[src/b64_pkg.sv]
`timescale 1ns / 1ps

package b64_pkg;

    // Register map
    localparam int unsigned RegDirection = 0;
    localparam int unsigned AddrWidth    = 3;

    localparam logic DirEncode = 1'b0;
    localparam logic DirDecode = 1'b1;

    localparam logic [7:0] CharPad = 8'h3D;  // '='

    // Decoded form of one base64 character
    typedef struct packed {
        logic       bad;
        logic       pad;
        logic [5:0] val;
    } char_dec_t;

    // One result held for the output side
    typedef struct packed {
        logic [7:0] data;
        logic       valid;
        logic       bad;
        logic       trunc;
    } res_t;

    // Map a six-bit value to its alphabet character
    function automatic logic [7:0] b64_char(input logic [5:0] six);
        logic [7:0] s;
        s = {2'b00, six};
        if (six < 6'd26)
            return s + 8'd65;            // 'A'..'Z'
        else if (six < 6'd52)
            return s + 8'd71;            // 'a'..'z'
        else if (six < 6'd62)
            return s - 8'd4;             // '0'..'9'
        else if (six == 6'd62)
            return 8'h2B;                // '+'
        else
            return 8'h2F;                // '/'
    endfunction

    // Classify a character code and take its six-bit value
    function automatic char_dec_t b64_decode(input logic [7:0] c);
        char_dec_t d;
        d.bad = 1'b0;
        d.pad = 1'b0;
        d.val = '0;
        if (c >= 8'h41 && c <= 8'h5A)
            d.val = 6'(c - 8'd65);
        else if (c >= 8'h61 && c <= 8'h7A)
            d.val = 6'(c - 8'd71);
        else if (c >= 8'h30 && c <= 8'h39)
            d.val = 6'(c + 8'd4);
        else if (c == 8'h2B)
            d.val = 6'd62;
        else if (c == 8'h2F)
            d.val = 6'd63;
        else if (c == CharPad)
            d.pad = 1'b1;
        else
            d.bad = 1'b1;
        return d;
    endfunction

endpackage

[src/base64_stream_codec.sv]
`timescale 1ns / 1ps
// Latency: the first result of an item is shown on the cycle after its transfer.
// Throughput: one result per cycle while m_tready is high, from a four-entry result buffer;
// input is held off until the last result of the current run transfers.
// Reset: rst_n clears direction (encode), the group fill count and empties the buffer.

module base64_stream_codec
(
    input  logic                           clk,
    input  logic                           rst_n,
    // slave side
    input  logic                           s_tvalid,
    output logic                           s_tready,
    input  logic [7:0]                     s_tdata,   // [7:0] in_byte
    input  logic                           s_tlast,   // in_last
    // master side
    output logic                           m_tvalid,
    input  logic                           m_tready,
    output logic [15:0]                    m_tdata,   // [7:0] out_byte, [8] out_valid
    output logic                           m_tlast,   // run_last
    output logic [2:0]                     m_tuser,   // [0] stream_end, [1] bad_group,
                                                      // [2] truncated
    // configuration
    input  logic                           psel,
    input  logic                           penable,
    input  logic                           pwrite,
    input  logic [b64_pkg::AddrWidth-1:0]  paddr,
    input  logic [31:0]                    pwdata,
    output logic [31:0]                    prdata,
    output logic                           pready
);
    import b64_pkg::*;

    logic              dir_reg;
    logic [1:0]        fill_reg, fill_next;
    logic [7:0]        store_reg [3];
    logic [2:0]        cnt_reg;
    logic [1:0]        idx_reg;
    logic              last_reg;
    res_t              buf_reg [4];
    res_t              res [4];
    logic [2:0]        res_cnt;
    logic              cfg_wr;
    logic              in_xfer;
    logic              out_xfer;
    logic              store_en;
    logic [1:0]        store_idx;
    char_dec_t         v0, v1, v2, v3;
    logic              grp_bad;
    res_t              cur;

    // Configuration port
    assign pready = 1'b1;
    assign cfg_wr = psel && penable && pwrite && pready && (paddr[2] == 1'(RegDirection));
    assign prdata = (paddr[2] == 1'(RegDirection)) ? {31'b0, dir_reg} : '0;

    // Handshakes
    assign m_tvalid = (cnt_reg != 3'd0);
    assign cur      = buf_reg[idx_reg];
    assign m_tlast  = ({1'b0, idx_reg} == cnt_reg - 3'd1);
    assign m_tdata  = {7'b0, cur.valid, cur.data};
    assign m_tuser  = {cur.trunc, cur.bad, m_tlast && last_reg};
    assign out_xfer = m_tvalid && m_tready;
    assign s_tready = !m_tvalid || (m_tready && m_tlast);
    assign in_xfer  = s_tvalid && s_tready;

    // Decode the held group with the new character
    assign v0 = b64_decode(store_reg[0]);
    assign v1 = b64_decode(store_reg[1]);
    assign v2 = b64_decode(store_reg[2]);
    assign v3 = b64_decode(s_tdata);
    assign grp_bad = v0.bad || v0.pad || v1.bad || v1.pad || v2.bad || v3.bad
                     || (v2.pad && !v3.pad);

    // Work out the results of the offered item and the next group state
    always_comb
    begin
        for (int k = 0; k < 4; k++)
        begin
            res[k] = '0;
        end
        res_cnt   = 3'd0;
        fill_next = fill_reg;
        store_en  = 1'b0;
        store_idx = fill_reg;
        if (dir_reg == DirEncode)
        begin
            if (fill_reg < 2'd2 && !s_tlast)
            begin
                store_en  = 1'b1;
                store_idx = {1'b0, fill_reg[0]};
                fill_next = fill_reg + 2'd1;
            end
            else
            begin
                fill_next = 2'd0;
                res_cnt   = 3'd4;
                for (int k = 0; k < 4; k++)
                begin
                    res[k].valid = 1'b1;
                end
                case (fill_reg)
                    2'd0:
                    begin
                        res[0].data = b64_char(s_tdata[7:2]);
                        res[1].data = b64_char({s_tdata[1:0], 4'b0});
                        res[2].data = CharPad;
                        res[3].data = CharPad;
                    end
                    2'd1:
                    begin
                        res[0].data = b64_char(store_reg[0][7:2]);
                        res[1].data = b64_char({store_reg[0][1:0], s_tdata[7:4]});
                        res[2].data = b64_char({s_tdata[3:0], 2'b0});
                        res[3].data = CharPad;
                    end
                    default:
                    begin
                        res[0].data = b64_char(store_reg[0][7:2]);
                        res[1].data = b64_char({store_reg[0][1:0], store_reg[1][7:4]});
                        res[2].data = b64_char({store_reg[1][3:0], s_tdata[7:6]});
                        res[3].data = b64_char(s_tdata[5:0]);
                    end
                endcase
            end
        end
        else
        begin
            if (fill_reg < 2'd3)
            begin
                store_en  = 1'b1;
                fill_next = fill_reg + 2'd1;
                if (s_tlast)
                begin
                    fill_next    = 2'd0;
                    res_cnt      = 3'd1;
                    res[0].trunc = 1'b1;
                end
            end
            else
            begin
                fill_next = 2'd0;
                if (grp_bad)
                begin
                    res_cnt    = 3'd1;
                    res[0].bad = 1'b1;
                end
                else
                begin
                    res[0].valid = 1'b1;
                    res[0].data  = {v0.val, v1.val[5:4]};
                    res[1].valid = 1'b1;
                    res[1].data  = {v1.val[3:0], v2.val[5:2]};
                    res[2].valid = 1'b1;
                    res[2].data  = {v2.val[1:0], v3.val};
                    if (v2.pad)
                        res_cnt = 3'd1;
                    else if (v3.pad)
                        res_cnt = 3'd2;
                    else
                        res_cnt = 3'd3;
                end
            end
        end
    end

    // Control state
    always_ff @(posedge clk or negedge rst_n)
    begin
        if (!rst_n)
        begin
            dir_reg  <= DirEncode;
            fill_reg <= 2'd0;
            cnt_reg  <= 3'd0;
            idx_reg  <= 2'd0;
            last_reg <= 1'b0;
        end
        else
        begin
            if (cfg_wr)
            begin
                dir_reg  <= pwdata[0];
                fill_reg <= 2'd0;
            end
            else if (in_xfer)
            begin
                fill_reg <= fill_next;
            end
            // load a new run, else advance or drop the current one
            if (in_xfer && res_cnt != 3'd0)
            begin
                cnt_reg  <= res_cnt;
                idx_reg  <= 2'd0;
                last_reg <= s_tlast;
            end
            else if (out_xfer)
            begin
                if (m_tlast)
                begin
                    cnt_reg <= 3'd0;
                    idx_reg <= 2'd0;
                end
                else
                begin
                    idx_reg <= idx_reg + 2'd1;
                end
            end
        end
    end

    // Group store and result buffer payload
    always_ff @(posedge clk)
    begin
        if (in_xfer && store_en)
        begin
            store_reg[store_idx] <= s_tdata;
        end
        if (in_xfer && res_cnt != 3'd0)
        begin
            for (int k = 0; k < 4; k++)
            begin
                buf_reg[k] <= res[k];
            end
        end
    end

`ifndef SYNTHESIS
    // Read index stays inside the loaded run
    assert property (@(posedge clk) disable iff (!rst_n)
        m_tvalid |-> ({1'b0, idx_reg} < cnt_reg))
        else $error("result index beyond run length");

    // Encode never holds three bytes
    assert property (@(posedge clk) disable iff (!rst_n)
        (dir_reg == DirEncode) |-> (fill_reg != 2'd3))
        else $error("encode group overfilled");

    // Status-only results are always the single result of their item
    assert property (@(posedge clk) disable iff (!rst_n)
        (m_tvalid && !cur.valid) |-> (m_tlast && idx_reg == 2'd0))
        else $error("status result not alone in its run");

    // A transfer that produces results is taken only when the buffer frees up
    assert property (@(posedge clk) disable iff (!rst_n)
        (in_xfer && res_cnt != 3'd0) |=> (m_tvalid && idx_reg == 2'd0))
        else $error("new run not presented");
`endif

endmodule
[config.mk]
export PLATFORM = sky130hd
export DESIGN_NAME = base64_stream_codec
export DESIGN_NICKNAME = d
export VERILOG_FILES = /design/src/b64_pkg.sv /design/src/base64_stream_codec.sv
export SDC_FILE = /design/constraint.sdc
export NUM_CORES = 1
export LEC_CHECK = 0
export BUFFER_PORTS_ARGS = -buffer_cell sky130_fd_sc_hd__clkbuf_2
export CAP_MARGIN = 20
export CELL_PAD_IN_SITES_DETAIL_PLACEMENT = 1
export CELL_PAD_IN_SITES_GLOBAL_PLACEMENT = 1
export CORE_ASPECT_RATIO = 1.25
export CORE_MARGIN = 1
export CORE_UTILIZATION = 45
export CTS_CLUSTER_DIAMETER = 30
export DETAILED_ROUTE_END_ITERATION = 16
export GPL_TIMING_DRIVEN = 0
export PLACE_DENSITY_LB_ADDON = 0.25
export SLEW_MARGIN = 10
export SYNTH_ARGS = -nofsm -noshare
export SYNTH_HDL_FRONTEND = slang
export SYNTH_SLANG_ARGS = --single-unit
[constraint.sdc]
create_clock -name clk -period 3.8 [get_ports clk]
set_input_delay 0.19 -clock clk [delete_from_list [all_inputs] [get_ports clk]]
set_output_delay 0.19 -clock clk [all_outputs]
set_load 0.01 [all_outputs]
==> results_tabular.tex, run 1 <==
\begin{tabular}{lr}
\hline
Metric & Value \\
\hline
\multicolumn{2}{l}{\textbf{Detailed routing}} \\
Initial DRT Pass Iterations & 5 \\
Routed via count & 8,595 \\
Number of DRC markers after the initial detailed-route iteration & 696 \\
DRC violation count after routing & 0 \\
Total Routed Length & 31,400 um \\
Routed wire length per instance & 23.7 um \\
Final antenna-violating net count & 0 \\
Drt via density & 6.48 \\
\multicolumn{2}{l}{\textbf{Synthesis}} \\
Number of enable flip-flop cells after synthesis & 60 \\
Async SR Flop Fraction & 0.130 \\
Share of synthesized area occupied by flip-flops and latches & 0.246 \\
Unique cell type count in the Yosys netlist & 91 \\
Cells after synthesis & 1,010 \\
Top flip-flop cell by instance count after synthesis & edfxtp\_1 \\
Post-synthesis instance area & 8250 sq um \\
Most instantiated cells after synthesis & 89 x nand2\_1, 65 x a21oi\_1, 64 x ha\_1, 60 x edfxtp\_1, 59 x nor2\_1 \\
Number of storage elements in the synthesis netlist & 69 \\
Top cells by area in the synthesized netlist & edfxtp\_1 22\%, ha\_1 9.7\%, nand2\_1 4.1\% \\
Top-area cell type share of the netlist area & 0.218 \\
Mean cell area of the mapped netlist & 8.17 sq um \\
Synth warnings & 0 \\
Most frequent cell after synthesis & nand2\_1 \\
Largest area contributor in the netlist & edfxtp\_1 \\
\multicolumn{2}{l}{\textbf{Timing}} \\
Setup skew after layout & 0.00802 ns \\
Unrepaired setup endpoints after global routing & false \\
Min cycle time layout & 3.67 ns \\
Endpoints failing setup & 0 \\
Worst Max-Slew Pin Slew & 0.818 ns \\
Max\_slew headroom & 0.452 \\
Worst Slack Setup Final & 0.125 ns \\
Maximum frequency from static timing analysis & 272 MHz \\
Total count of max-transition violations in the final report & 0 \\
Crit share post-route & 0.967 \\
Final hold violation count & 0 \\
\multicolumn{2}{l}{\textbf{Clocking}} \\
Total clock sinks & 69 \\
Max H-tree Level & 3 \\
Max Root-Sink Buffers & 2 \\
Root Buffer Master & clkbuf\_16 \\
Clock transition at path regs & 0.06 ns \\
Inserted Clock Buffers & 9 \\
Clock tree from TritonCTS & yes \\
Clk\_lat worst skew & 0.34 ns \\
\multicolumn{2}{l}{\textbf{Cells and area}} \\
Diodes inserted & 0 \\
Filler cell count in the final layout & 2,272 \\
Fraction of layout instances using a drive strength above 1 & 0.156 \\
Flip-flop count of the largest register, all copies and words added & 36 \\
Final core occ & 0.510 \\
Layout overhead on the synthesized area & 11.6\% \\
Layout net count & 1,209 \\
\multicolumn{2}{l}{\textbf{Power}} \\
Leakage & 0.00362 uW \\
Areal power density over the cells & 409 nW/um\^{}2 \\
Peak ir drop on the vdd network & 0.203 mV \\
\multicolumn{2}{l}{\textbf{Global routing}} \\
Initial antenna violation count & 0 \\
GRT Overall Usage & 0.338 \\
Maximum number of pins on one net before global-route repair & 25 \\
Leftover overflow at the end of global routing & 0 \\
Via count of the first global-routing pass & 8,331 \\
First-pass GRT wire length & 48,100 um \\
\multicolumn{2}{l}{\textbf{Floorplan}} \\
Initial standard-cell utilization of the core & 0.457 \\
\# IOs & 106 \\
Placeable core area & 18,000 sq um \\
Chip Height & 153 um \\
Floorplan die width & 123 um \\
Row count & 55 \\
Area of the die & 18,900 sq um \\
\multicolumn{2}{l}{\textbf{Placed design}} \\
I/O Buffers & 33 \\
RD Place Congestion & 0.972 \\
Dpl ws & -0.498 ns \\
Half-perimeter wire length after placement & 23,800 um \\
\multicolumn{2}{l}{\textbf{Worst hold path}} \\
Class of the tightest hold or removal check & input pin to flip-flop \\
Launch point of the worst hold path & pwdata[0] \\
\multicolumn{2}{l}{\textbf{Critical path}} \\
Critical path class & input pin to flip-flop \\
Worst setup EP type & flip-flop \\
CP Launch Point & s\_tdata[5] \\
Crit Path Max Fanout & 10 \\
Launching point of the worst reg2reg path & store\_reg[1][3] \\
Worst setup SP type & input pin \\
Worst-path cell chain & clkbuf\_2 -> buf\_2 -> buf\_2 -> clkinv\_1 -> ha\_1 -> and3\_1 -> o311ai\_1 -> o32ai\_4 -> a211oi\_1 -> o32a\_2 -> nand2\_4 -> o31ai\_1 \\
Slowest cell on the critical path & o31ai\_1 \\
Arrival time reported for the critical path endpoint & 3.76 ns \\
Required time worst endpoint & 3.88 ns \\
Highest cell delay on the worst timing path & 0.48 ns \\
Top delay family on crit path & compound AO/OA/AOI/OAI gates \\
Crit path top cell by count & buf\_2 \\
Crit path buffers/inverters & 4 \\
\multicolumn{2}{l}{\textbf{Job}} \\
Maximum capacitance violations & 0 \\
\multicolumn{2}{l}{\textbf{Run status}} \\
Result of the run & finished clean \\
\hline
\end{tabular}
path summary, 6_finish.rpt:
path                                  to  slack (ns)  depth (start not counted)
setup / recovery           buf_reg[1][9]        0.13                         12
hold / removal                   dir_reg        0.08                          2
setup reg to reg           buf_reg[0][3]        0.20                         10
hold reg to reg               cnt_reg[1]        0.51                          1
max in group asynchronous        dir_reg        3.37                          2
min in group asynchronous       last_reg        0.24                          2
through the flow:
step                      total power [uW]  instance area (sq um)  hold slack (ns)  instances  TNS (ns)
after floorplan                       2260                   8390           -0.106       1047         0
after global placement                2820                   8840           0.0554       1308     -8.37
after detailed placement              2890                   8890           0.0588       1310     -8.14
after CTS                             3720                   9190           0.0785       1326         0
after global routing                  3930                   9200           0.0819       1327         0
final                                 3760                   9200           0.0816       1327         0
power breakdown:
part           leakage (uW)  switching [uW]  internal (uW)
logic               0.00281            1230            650
clock network      0.000146             343            483
registers          0.000665            80.4            979
kinds of logic (layout without fill, tap and decap cells):
group,count (synthesis),after routing,share of synthesized area
multiplexers,26,26,0.0452
other,2,39,0.000911
AND/OR/NAND/NOR,338,338,0.212
AO/OA/AOI/OAI,320,320,0.269
buffers and inverters,160,212,0.0969
adder cells (fa/ha/maj),64,64,0.0971
XOR/XNOR,31,31,0.0329
flip-flops,69,69,0.246
cell type report:
cell class	count	area, sq um	area share
inverters	47	180	0.0196
plain buffers	112	624	0.0678
repair buffers	37	219	0.0238
multi-input cells	818	5580	0.607
clock buffers	11	254	0.0276
well taps	228	285	0.0310
clock inverters	5	31.3	0.00340
flip-flops and latches	69	2030	0.220
routing by layer:
| layer | global-route usage | vias up | wire, um |
|---|---|---|---|
| met2 | 0.555 | 419 | 14900 |
| met5 | 0 | - | 0 |
| met3 | 0.0444 | 96 | 2210 |
| met4 | 0.173 | 0 | 1670 |
| li1 | - | 3878 | - |
| met1 | 0.428 | 4202 | 12700 |
cells in the final DEF (no fill, tap or decap), types with 9 or more instances in the layout:
| cell type | instances |
|---|---|
| nand2b_1 | 18 |
| ha_1 | 64 |
| mux2_2 | 10 |
| conb_1 | 39 |
| nor2b_1 | 17 |
| nand2_1 | 89 |
| a21o_1 | 14 |
| edfxtp_1 | 60 |
| a211oi_1 | 23 |
| and3_1 | 9 |
| o21ai_0 | 56 |
| xnor2_1 | 28 |
| o211ai_1 | 15 |
| buf_2 | 19 |
| dfrtp_1 | 9 |
| a21oi_1 | 65 |
| nor2_1 | 59 |
| clkbuf_16 | 10 |
| buf_4 | 40 |
| inv_1 | 39 |
| nor3_1 | 33 |
| a31oi_1 | 18 |
| clkbuf_1 | 43 |
| clkbuf_2 | 37 |
| o31ai_1 | 16 |
| o22ai_1 | 18 |
| a311oi_1 | 9 |
| nand3_1 | 40 |
| nand4_1 | 11 |
repair_timing:
item,CTS,global route
resized for setup,1,8
endpoints found under the setup margin,8,2
hold endpoints to repair,9,0
setup buffers,0,0
hold buffers,1,0
(Power assumes the default switching activity.)
==> run 2: changes to the inputs <==
Settings changed: RECOVER_POWER from default to 25.
==> run 2 against run 1 <==
Against the previous run:
- combinational power hardly changed
- clock-buffer cell count stayed put
- flip-flop and latch count stayed put
- routed wire length is 0.24% higher
- clock power hardly changed
- via count hardly changed
- largest power group unchanged
- highest routed layer unchanged
==> results_tabular.tex, run 2 (synthesis results as in run 1) <==
\begin{tabular}{lr}
\hline
Metric & Value \\
\hline
\multicolumn{2}{l}{\textbf{Detailed routing}} \\
Number of DRC markers after the initial detailed-route iteration & 701 (+0.72\%) \\
DRC violation count after routing & 0 (unchanged) \\
Routed via count & 8,596 (+0.012\%) \\
Initial DRT Pass Iterations & 5 (unchanged) \\
Routed wire length per instance & 23.8 um (+0.24\%) \\
Final antenna-violating net count & 0 (unchanged) \\
Total Routed Length & 31,500 um (+0.24\%) \\
Drt via density & 6.48 (about the same) \\
\multicolumn{2}{l}{\textbf{Cells and area}} \\
Flip-flop count of the largest register, all copies and words added & 36 (unchanged) \\
Layout net count & 1,209 (unchanged) \\
Most common cell after layout, fill and taps aside & nand2\_1 \\
Area taken by multi-input logic gates & 5580 sq um (unchanged) \\
Fraction of layout instances using a drive strength above 1 & 0.148 (-0.00728) \\
Area used by sequential logic in the layout & 2030 sq um (unchanged) \\
Highest-count cells in the layout ignoring fill and taps & 89 x nand2\_1, 65 x a21oi\_1, 64 x ha\_1 \\
Layout overhead on the synthesized area & 11.5\% \\
Diodes inserted & 0 (unchanged) \\
Final core occ & 0.510 (-0.000555) \\
Filler cell count in the final layout & 2,272 (unchanged) \\
\multicolumn{2}{l}{\textbf{Timing}} \\
Endpoints failing setup & 0 (unchanged) \\
Unrepaired setup endpoints after global routing & false \\
Worst Slack Setup Final & 0.106 ns (-0.0193 ns) \\
Total count of max-transition violations in the final report & 0 (unchanged) \\
Crit share post-route & 0.972 (+0.00508) \\
Setup skew after layout & 0.00804 ns (+0.0000257 ns) \\
Final hold violation count & 0 (unchanged) \\
Accumulated negative setup slack & 0 ns (unchanged) \\
Min cycle time layout & 3.69 ns (+0.0193 ns) \\
Maximum frequency from static timing analysis & 271 MHz (-0.52\%) \\
Max\_slew headroom & 0.444 (-0.00817) \\
Final worst hold slack & 0.0816 ns (-0.0000856 ns) \\
Worst Max-Slew Pin Slew & 0.830 ns (+0.0122 ns) \\
\multicolumn{2}{l}{\textbf{Power}} \\
Peak ir drop on the vdd network & 0.203 mV (about the same) \\
Leakage & 0.00360 uW (-0.66\%) \\
Areal power density over the cells & 409 nW/um\^{}2 (about the same) \\
\multicolumn{2}{l}{\textbf{Floorplan}} \\
\# IOs & 106 (unchanged) \\
Area of the die & 18,900 sq um (unchanged) \\
Floorplan die width & 123 um (unchanged) \\
Initial standard-cell utilization of the core & 0.457 (unchanged) \\
Row count & 55 (unchanged) \\
Chip Height & 153 um (unchanged) \\
Placeable core area & 18,000 sq um (unchanged) \\
\multicolumn{2}{l}{\textbf{Critical path}} \\
Worst setup EP type & flip-flop \\
Crit path top cell by count & buf\_2 \\
CP Launch Point & s\_tdata[5] \\
Crit Path Max Fanout & 10 (unchanged) \\
Critical path class & input pin to flip-flop \\
Launching point of the worst reg2reg path & store\_reg[1][3] \\
Required time worst endpoint & 3.88 ns (about the same) \\
Highest cell delay on the worst timing path & 0.49 ns (about the same) \\
Arrival time reported for the critical path endpoint & 3.77 ns (about the same) \\
Slowest cell on the critical path & o31ai\_1 \\
Worst setup SP type & input pin \\
Worst-path cell chain & clkbuf\_2 -> buf\_2 -> buf\_2 -> clkinv\_1 -> ha\_1 -> and3\_1 -> o311ai\_1 -> o32ai\_4 -> a211oi\_1 -> o32a\_2 -> nand2\_4 -> o31ai\_1 \\
\multicolumn{2}{l}{\textbf{Global routing}} \\
Maximum number of pins on one net before global-route repair & 25 (unchanged) \\
GRT Overall Usage & 0.338 (unchanged) \\
Via count of the first global-routing pass & 8,331 (unchanged) \\
Initial antenna violation count & 0 (unchanged) \\
Leftover overflow at the end of global routing & 0 (unchanged) \\
First-pass GRT wire length & 48,100 um (unchanged) \\
\multicolumn{2}{l}{\textbf{Clocking}} \\
Total clock sinks & 69 (unchanged) \\
Max Root-Sink Buffers & 2 (unchanged) \\
Clock transition at path regs & 0.06 ns (about the same) \\
Inserted Clock Buffers & 9 (unchanged) \\
Clock tree from TritonCTS & yes \\
Max H-tree Level & 3 (unchanged) \\
Clk\_lat worst skew & 0.34 ns (about the same) \\
Root Buffer Master & clkbuf\_16 \\
\multicolumn{2}{l}{\textbf{Worst hold path}} \\
Launch point of the worst hold path & pwdata[0] \\
Class of the tightest hold or removal check & input pin to flip-flop \\
\multicolumn{2}{l}{\textbf{Placed design}} \\
RD Place Congestion & 0.972 (unchanged) \\
Half-perimeter wire length after placement & 23,800 um (unchanged) \\
Dpl ws & -0.498 ns (unchanged) \\
I/O Buffers & 33 (unchanged) \\
\multicolumn{2}{l}{\textbf{Job}} \\
Maximum capacitance violations & 0 (unchanged) \\
\multicolumn{2}{l}{\textbf{Run status}} \\
Result of the run & finished clean \\
\hline
\end{tabular}
-- run 2: cell count changes in the layout (fill, tap and decap cells not counted), sizes merged --
cell,before,now
buf,69,68
clkbuf,90,91
-- run 2: worst paths after layout --
kind,cells past startpoint,slack (ns),to
setup / recovery,12,0.11,buf_reg[1][9]
min in group asynchronous,2,0.32,last_reg
hold / removal,2,0.08,dir_reg
max in group asynchronous,2,3.15,dir_reg
setup reg to reg,10,0.19,buf_reg[0][3]
hold reg to reg,1,0.51,cnt_reg[1]
-- run 2: cell type report --
| cell class | instances | share of cell area |
|---|---|---|
| sequential | 69 | 0.220 |
| clock inverter | 5 | 0.00340 |
| multi-input combinational | 818 | 0.607 |
| timing repair buffer | 37 | 0.0229 |
| inverter | 47 | 0.0196 |
| tap | 228 | 0.0310 |
| buffer | 112 | 0.0678 |
| clock buffer | 11 | 0.0276 |
-- run 2: per-layer routing --
layer | part of all wire | GRT usage
met1 | 0.40 | 0.428
met2 | 0.47 | 0.555
met3 | 0.070 | 0.0444
met4 | 0.052 | 0.173
met5 | 0 | 0
-- run 2: stage by stage --
stage / instance area, sq um / total power, uW / cells
global placement: 8840 / 2820 / 1308
CTS: 9190 / 3720 / 1326
floorplan: 8390 / 2260 / 1047
finish: 9190 / 3760 / 1327
global route: 9190 / 3930 / 1327
detailed placement: 8890 / 2890 / 1310
-- run 2: power breakdown --
part	internal (uW)	switching (uW)	total [uW]	leakage (uW)
Clock	483	344	827	0.000146
Combinational	646	1230	1870	0.00279
Sequential	979	80.6	1060	0.000665
-- run 2: repair_timing --
item,in CTS,in global routing
setup buffers,0,0
resized for setup,1,8
hold buffers,1,0
endpoints found under the hold margin,9,0
endpoints found under the setup margin,8,2
-- run 2: critical path: cells and delay by family --
family                     cells  cell delay, ns
adders and majority gates      1            0.36
AOI/OAI and AO/OA              5            1.68
and+or+nand+nor                2            0.32
buffers and inverters          4            1.20
==> run 3: changes to the inputs <==
Settings changed: PLACE_DENSITY from default to 0.87, PLACE_DENSITY_LB_ADDON 0.25 to default.
==> run 3 against run 2 <==
Against the previous run:
- total power rose by 2.9%
- clock power up 7.3%
- largest cell class unchanged
- critical endpoint is now buf_reg[2][3]
- combinational power increased by 3%
==> results_tabular.tex, run 3 (synthesis results as in run 1) <==
\begin{tabular}{lr}
\hline
Metric & Value \\
\hline
\multicolumn{2}{l}{\textbf{Run status}} \\
Result of the run & finished clean \\
\multicolumn{2}{l}{\textbf{Floorplan}} \\
\# IOs & 106 (unchanged) \\
Placeable core area & 18,000 sq um (unchanged) \\
Chip Height & 153 um (unchanged) \\
Area of the die & 18,900 sq um (unchanged) \\
Row count & 55 (unchanged) \\
Initial standard-cell utilization of the core & 0.457 (unchanged) \\
Floorplan die width & 123 um (unchanged) \\
\multicolumn{2}{l}{\textbf{Power}} \\
Design internal power & 2120 uW (+0.49\%) \\
Leakage & 0.00360 uW (about the same) \\
Share of power burned in combinational logic & 0.496 (-0.002) \\
Switching component of the power & 1750 uW (+5.9\%) \\
Areal power density over the cells & 420 nW/um\^{}2 (+2.8\%) \\
Peak ir drop on the vdd network & 0.210 mV (+3.2\%) \\
Proportion of power drawn by the clock network & 0.229 (+0.009) \\
Switching fraction of total power & 0.452 (+0.0129) \\
Sequential share of power & 0.274 (-0.008) \\
\multicolumn{2}{l}{\textbf{Global routing}} \\
Via count of the first global-routing pass & 8,668 (+4.0\%) \\
GRT Overall Usage & 0.351 (+0.0130) \\
First-pass GRT wire length & 49,900 um (+3.6\%) \\
Leftover overflow at the end of global routing & 0 (unchanged) \\
Maximum number of pins on one net before global-route repair & 26 (+4.0\%) \\
Initial antenna violation count & 0 (unchanged) \\
\multicolumn{2}{l}{\textbf{Placed design}} \\
Placed cells & 1,312 (+0.15\%) \\
RD Place Congestion & 0.978 (+0.61\%) \\
I/O Buffers & 33 (unchanged) \\
Placement-stage cell area & 8900 sq um (about the same) \\
Half-perimeter wire length after placement & 25,100 um (+5.4\%) \\
\multicolumn{2}{l}{\textbf{Clocking}} \\
Clock transition at path regs & 0.07 ns (about the same) \\
Root Buffer Master & clkbuf\_16 \\
Clk\_lat worst skew & 0.37 ns (+0.03 ns) \\
Inserted Clock Buffers & 9 (unchanged) \\
Total clock sinks & 69 (unchanged) \\
Max H-tree Level & 3 (unchanged) \\
Clock tree from TritonCTS & yes \\
Max Root-Sink Buffers & 2 (unchanged) \\
\multicolumn{2}{l}{\textbf{Detailed routing}} \\
Routed via count & 8,683 (+1.0\%) \\
Initial DRT Pass Iterations & 5 (unchanged) \\
Drt via density & 6.54 (+1.0\%) \\
Total Routed Length & 32,800 um (+3.9\%) \\
Routed wire length per instance & 24.7 um (+3.9\%) \\
Final antenna-violating net count & 0 (unchanged) \\
Number of DRC markers after the initial detailed-route iteration & 705 (+0.57\%) \\
DRC violation count after routing & 0 (unchanged) \\
\multicolumn{2}{l}{\textbf{Cells and area}} \\
Count of placed standard cells in the final layout, fillers left out & 1,327 (unchanged) \\
Highest-count cells in the layout ignoring fill and taps & 89 x nand2\_1, 65 x a21oi\_1, 64 x ha\_1 \\
Diodes inserted & 0 (unchanged) \\
Area taken by multi-input logic gates & 5570 sq um (-0.18\%) \\
Layout Cell Area excl Fill & 9200 sq um (about the same) \\
Fraction of layout instances using a drive strength above 1 & 0.147 (-0.000910) \\
Filler cell count in the final layout & 2,265 (-0.31\%) \\
Area used by sequential logic in the layout & 2030 sq um (unchanged) \\
Final core occ & 0.510 (about the same) \\
Most common cell after layout, fill and taps aside & nand2\_1 \\
Flip-flop count of the largest register, all copies and words added & 36 (unchanged) \\
Layout overhead on the synthesized area & 11.6\% (about the same) \\
Layout net count & 1,209 (unchanged) \\
\multicolumn{2}{l}{\textbf{Timing}} \\
Setup skew after layout & 0.00856 ns (+0.000517 ns) \\
Max\_slew headroom & 0.465 (+0.0214) \\
Crit share post-route & 0.987 (+0.0149) \\
Final hold violation count & 0 (unchanged) \\
Endpoints failing setup & 0 (unchanged) \\
Total count of max-transition violations in the final report & 0 (unchanged) \\
Final worst hold slack & 0.0598 ns (-0.0218 ns) \\
Min cycle time layout & 3.75 ns (+0.0565 ns) \\
Worst Max-Slew Pin Slew & 0.792 ns (-0.0379 ns) \\
Unrepaired setup endpoints after global routing & false \\
Maximum frequency from static timing analysis & 267 MHz (-1.5\%) \\
\multicolumn{2}{l}{\textbf{Critical path}} \\
Critical path class & flip-flop to flip-flop \\
Worst setup SP type & flip-flop \\
Worst setup EP type & flip-flop \\
Crit Path Max Fanout & 9 (-1) \\
Highest cell delay on the worst timing path & 0.51 ns (+0.02 ns) \\
Arrival time reported for the critical path endpoint & 3.85 ns (+0.08 ns) \\
CP Launch Point & store\_reg[0][5] \\
Slowest cell on the critical path & nor3\_1 \\
Worst-path cell chain & clkbuf\_1 -> clkinv\_1 -> ha\_1 -> inv\_1 -> o21ai\_0 -> nor3\_1 -> o32a\_1 -> and2\_2 -> nand2\_4 -> o31ai\_1 \\
Required time worst endpoint & 3.90 ns (+0.02 ns) \\
Launching point of the worst reg2reg path & store\_reg[0][5] \\
\multicolumn{2}{l}{\textbf{Worst hold path}} \\
Launch point of the worst hold path & pwdata[0] \\
Class of the tightest hold or removal check & input pin to flip-flop \\
\multicolumn{2}{l}{\textbf{Job}} \\
Maximum capacitance violations & 0 (unchanged) \\
\hline
\end{tabular}
-- run 3: final timing paths --
kind / end / slack [ns] / cells after the start
min reg2reg: cnt_reg[1] / 0.53 / 1
min in group asynchronous: idx_reg[1] / 0.34 / 2
max reg2reg: buf_reg[2][3] / 0.05 / 10
min: dir_reg / 0.06 / 2
max in group asynchronous: idx_reg[0] / 3.09 / 2
max: buf_reg[2][3] / 0.05 / 10
-- run 3: area by class of cell --
cell class | instances | share of cell area
Timing Repair Buffer | 38 | 0.0234
Multi-Input combinational cell | 818 | 0.606
Sequential cell | 69 | 0.220
Inverter | 47 | 0.0197
Buffer | 111 | 0.0670
Clock buffer | 10 | 0.0272
Clock inverter | 6 | 0.00571
Tap cell | 228 | 0.0310
-- run 3: repair_timing --
item	in CTS	in global routing
setup endpoints to repair	8	4
hold endpoints to repair	9	0
setup buffers	0	0
resized for setup	1	6
hold buffers	1	0
-- run 3: metal layers --
metal / wire length, um / track usage / up-vias
li1: - / - / 3877
met1: 12600 / 0.420 / 4256
met2: 15500 / 0.566 / 421
met3: 2450 / 0.0761 / 129
met4: 2200 / 0.217 / 0
met5: 0 / 0 / -
-- run 3: critical path, delay by kind of cell, from the launching register on --
family	cells	cell delay [ns]
AO/OA/AOI/OAI	3	0.99
flip-flops	1	0.38
AND/OR/NAND/NOR	3	0.85
adder cells (fa/ha/maj)	1	0.34
buffers and inverters	3	0.92
-- run 3: stage by stage --
stage / total power [uW] / setup TNS, ns / setup slack [ns]
3_5_place_dp: 2920 / -9.05 / -0.552
3_3_place_gp: 2810 / -7.85 / -0.518
6_report: 3870 / 0 / 0.0496
4_1_cts: 3810 / 0 / 0.0302
2_1_floorplan: 2260 / 0 / 0.564
5_1_grt: 4020 / 0 / 0.00218
-- run 3: power groups by stage --
stage / Sequential, uW / Clock, uW / Combinational [uW]
detailed placement: 1070 / 0 / 1850
global route: 1070 / 911 / 2040
CTS: 1060 / 885 / 1870
finish: 1060 / 887 / 1920
floorplan: 1040 / 0 / 1220
global placement: 1060 / 0 / 1750
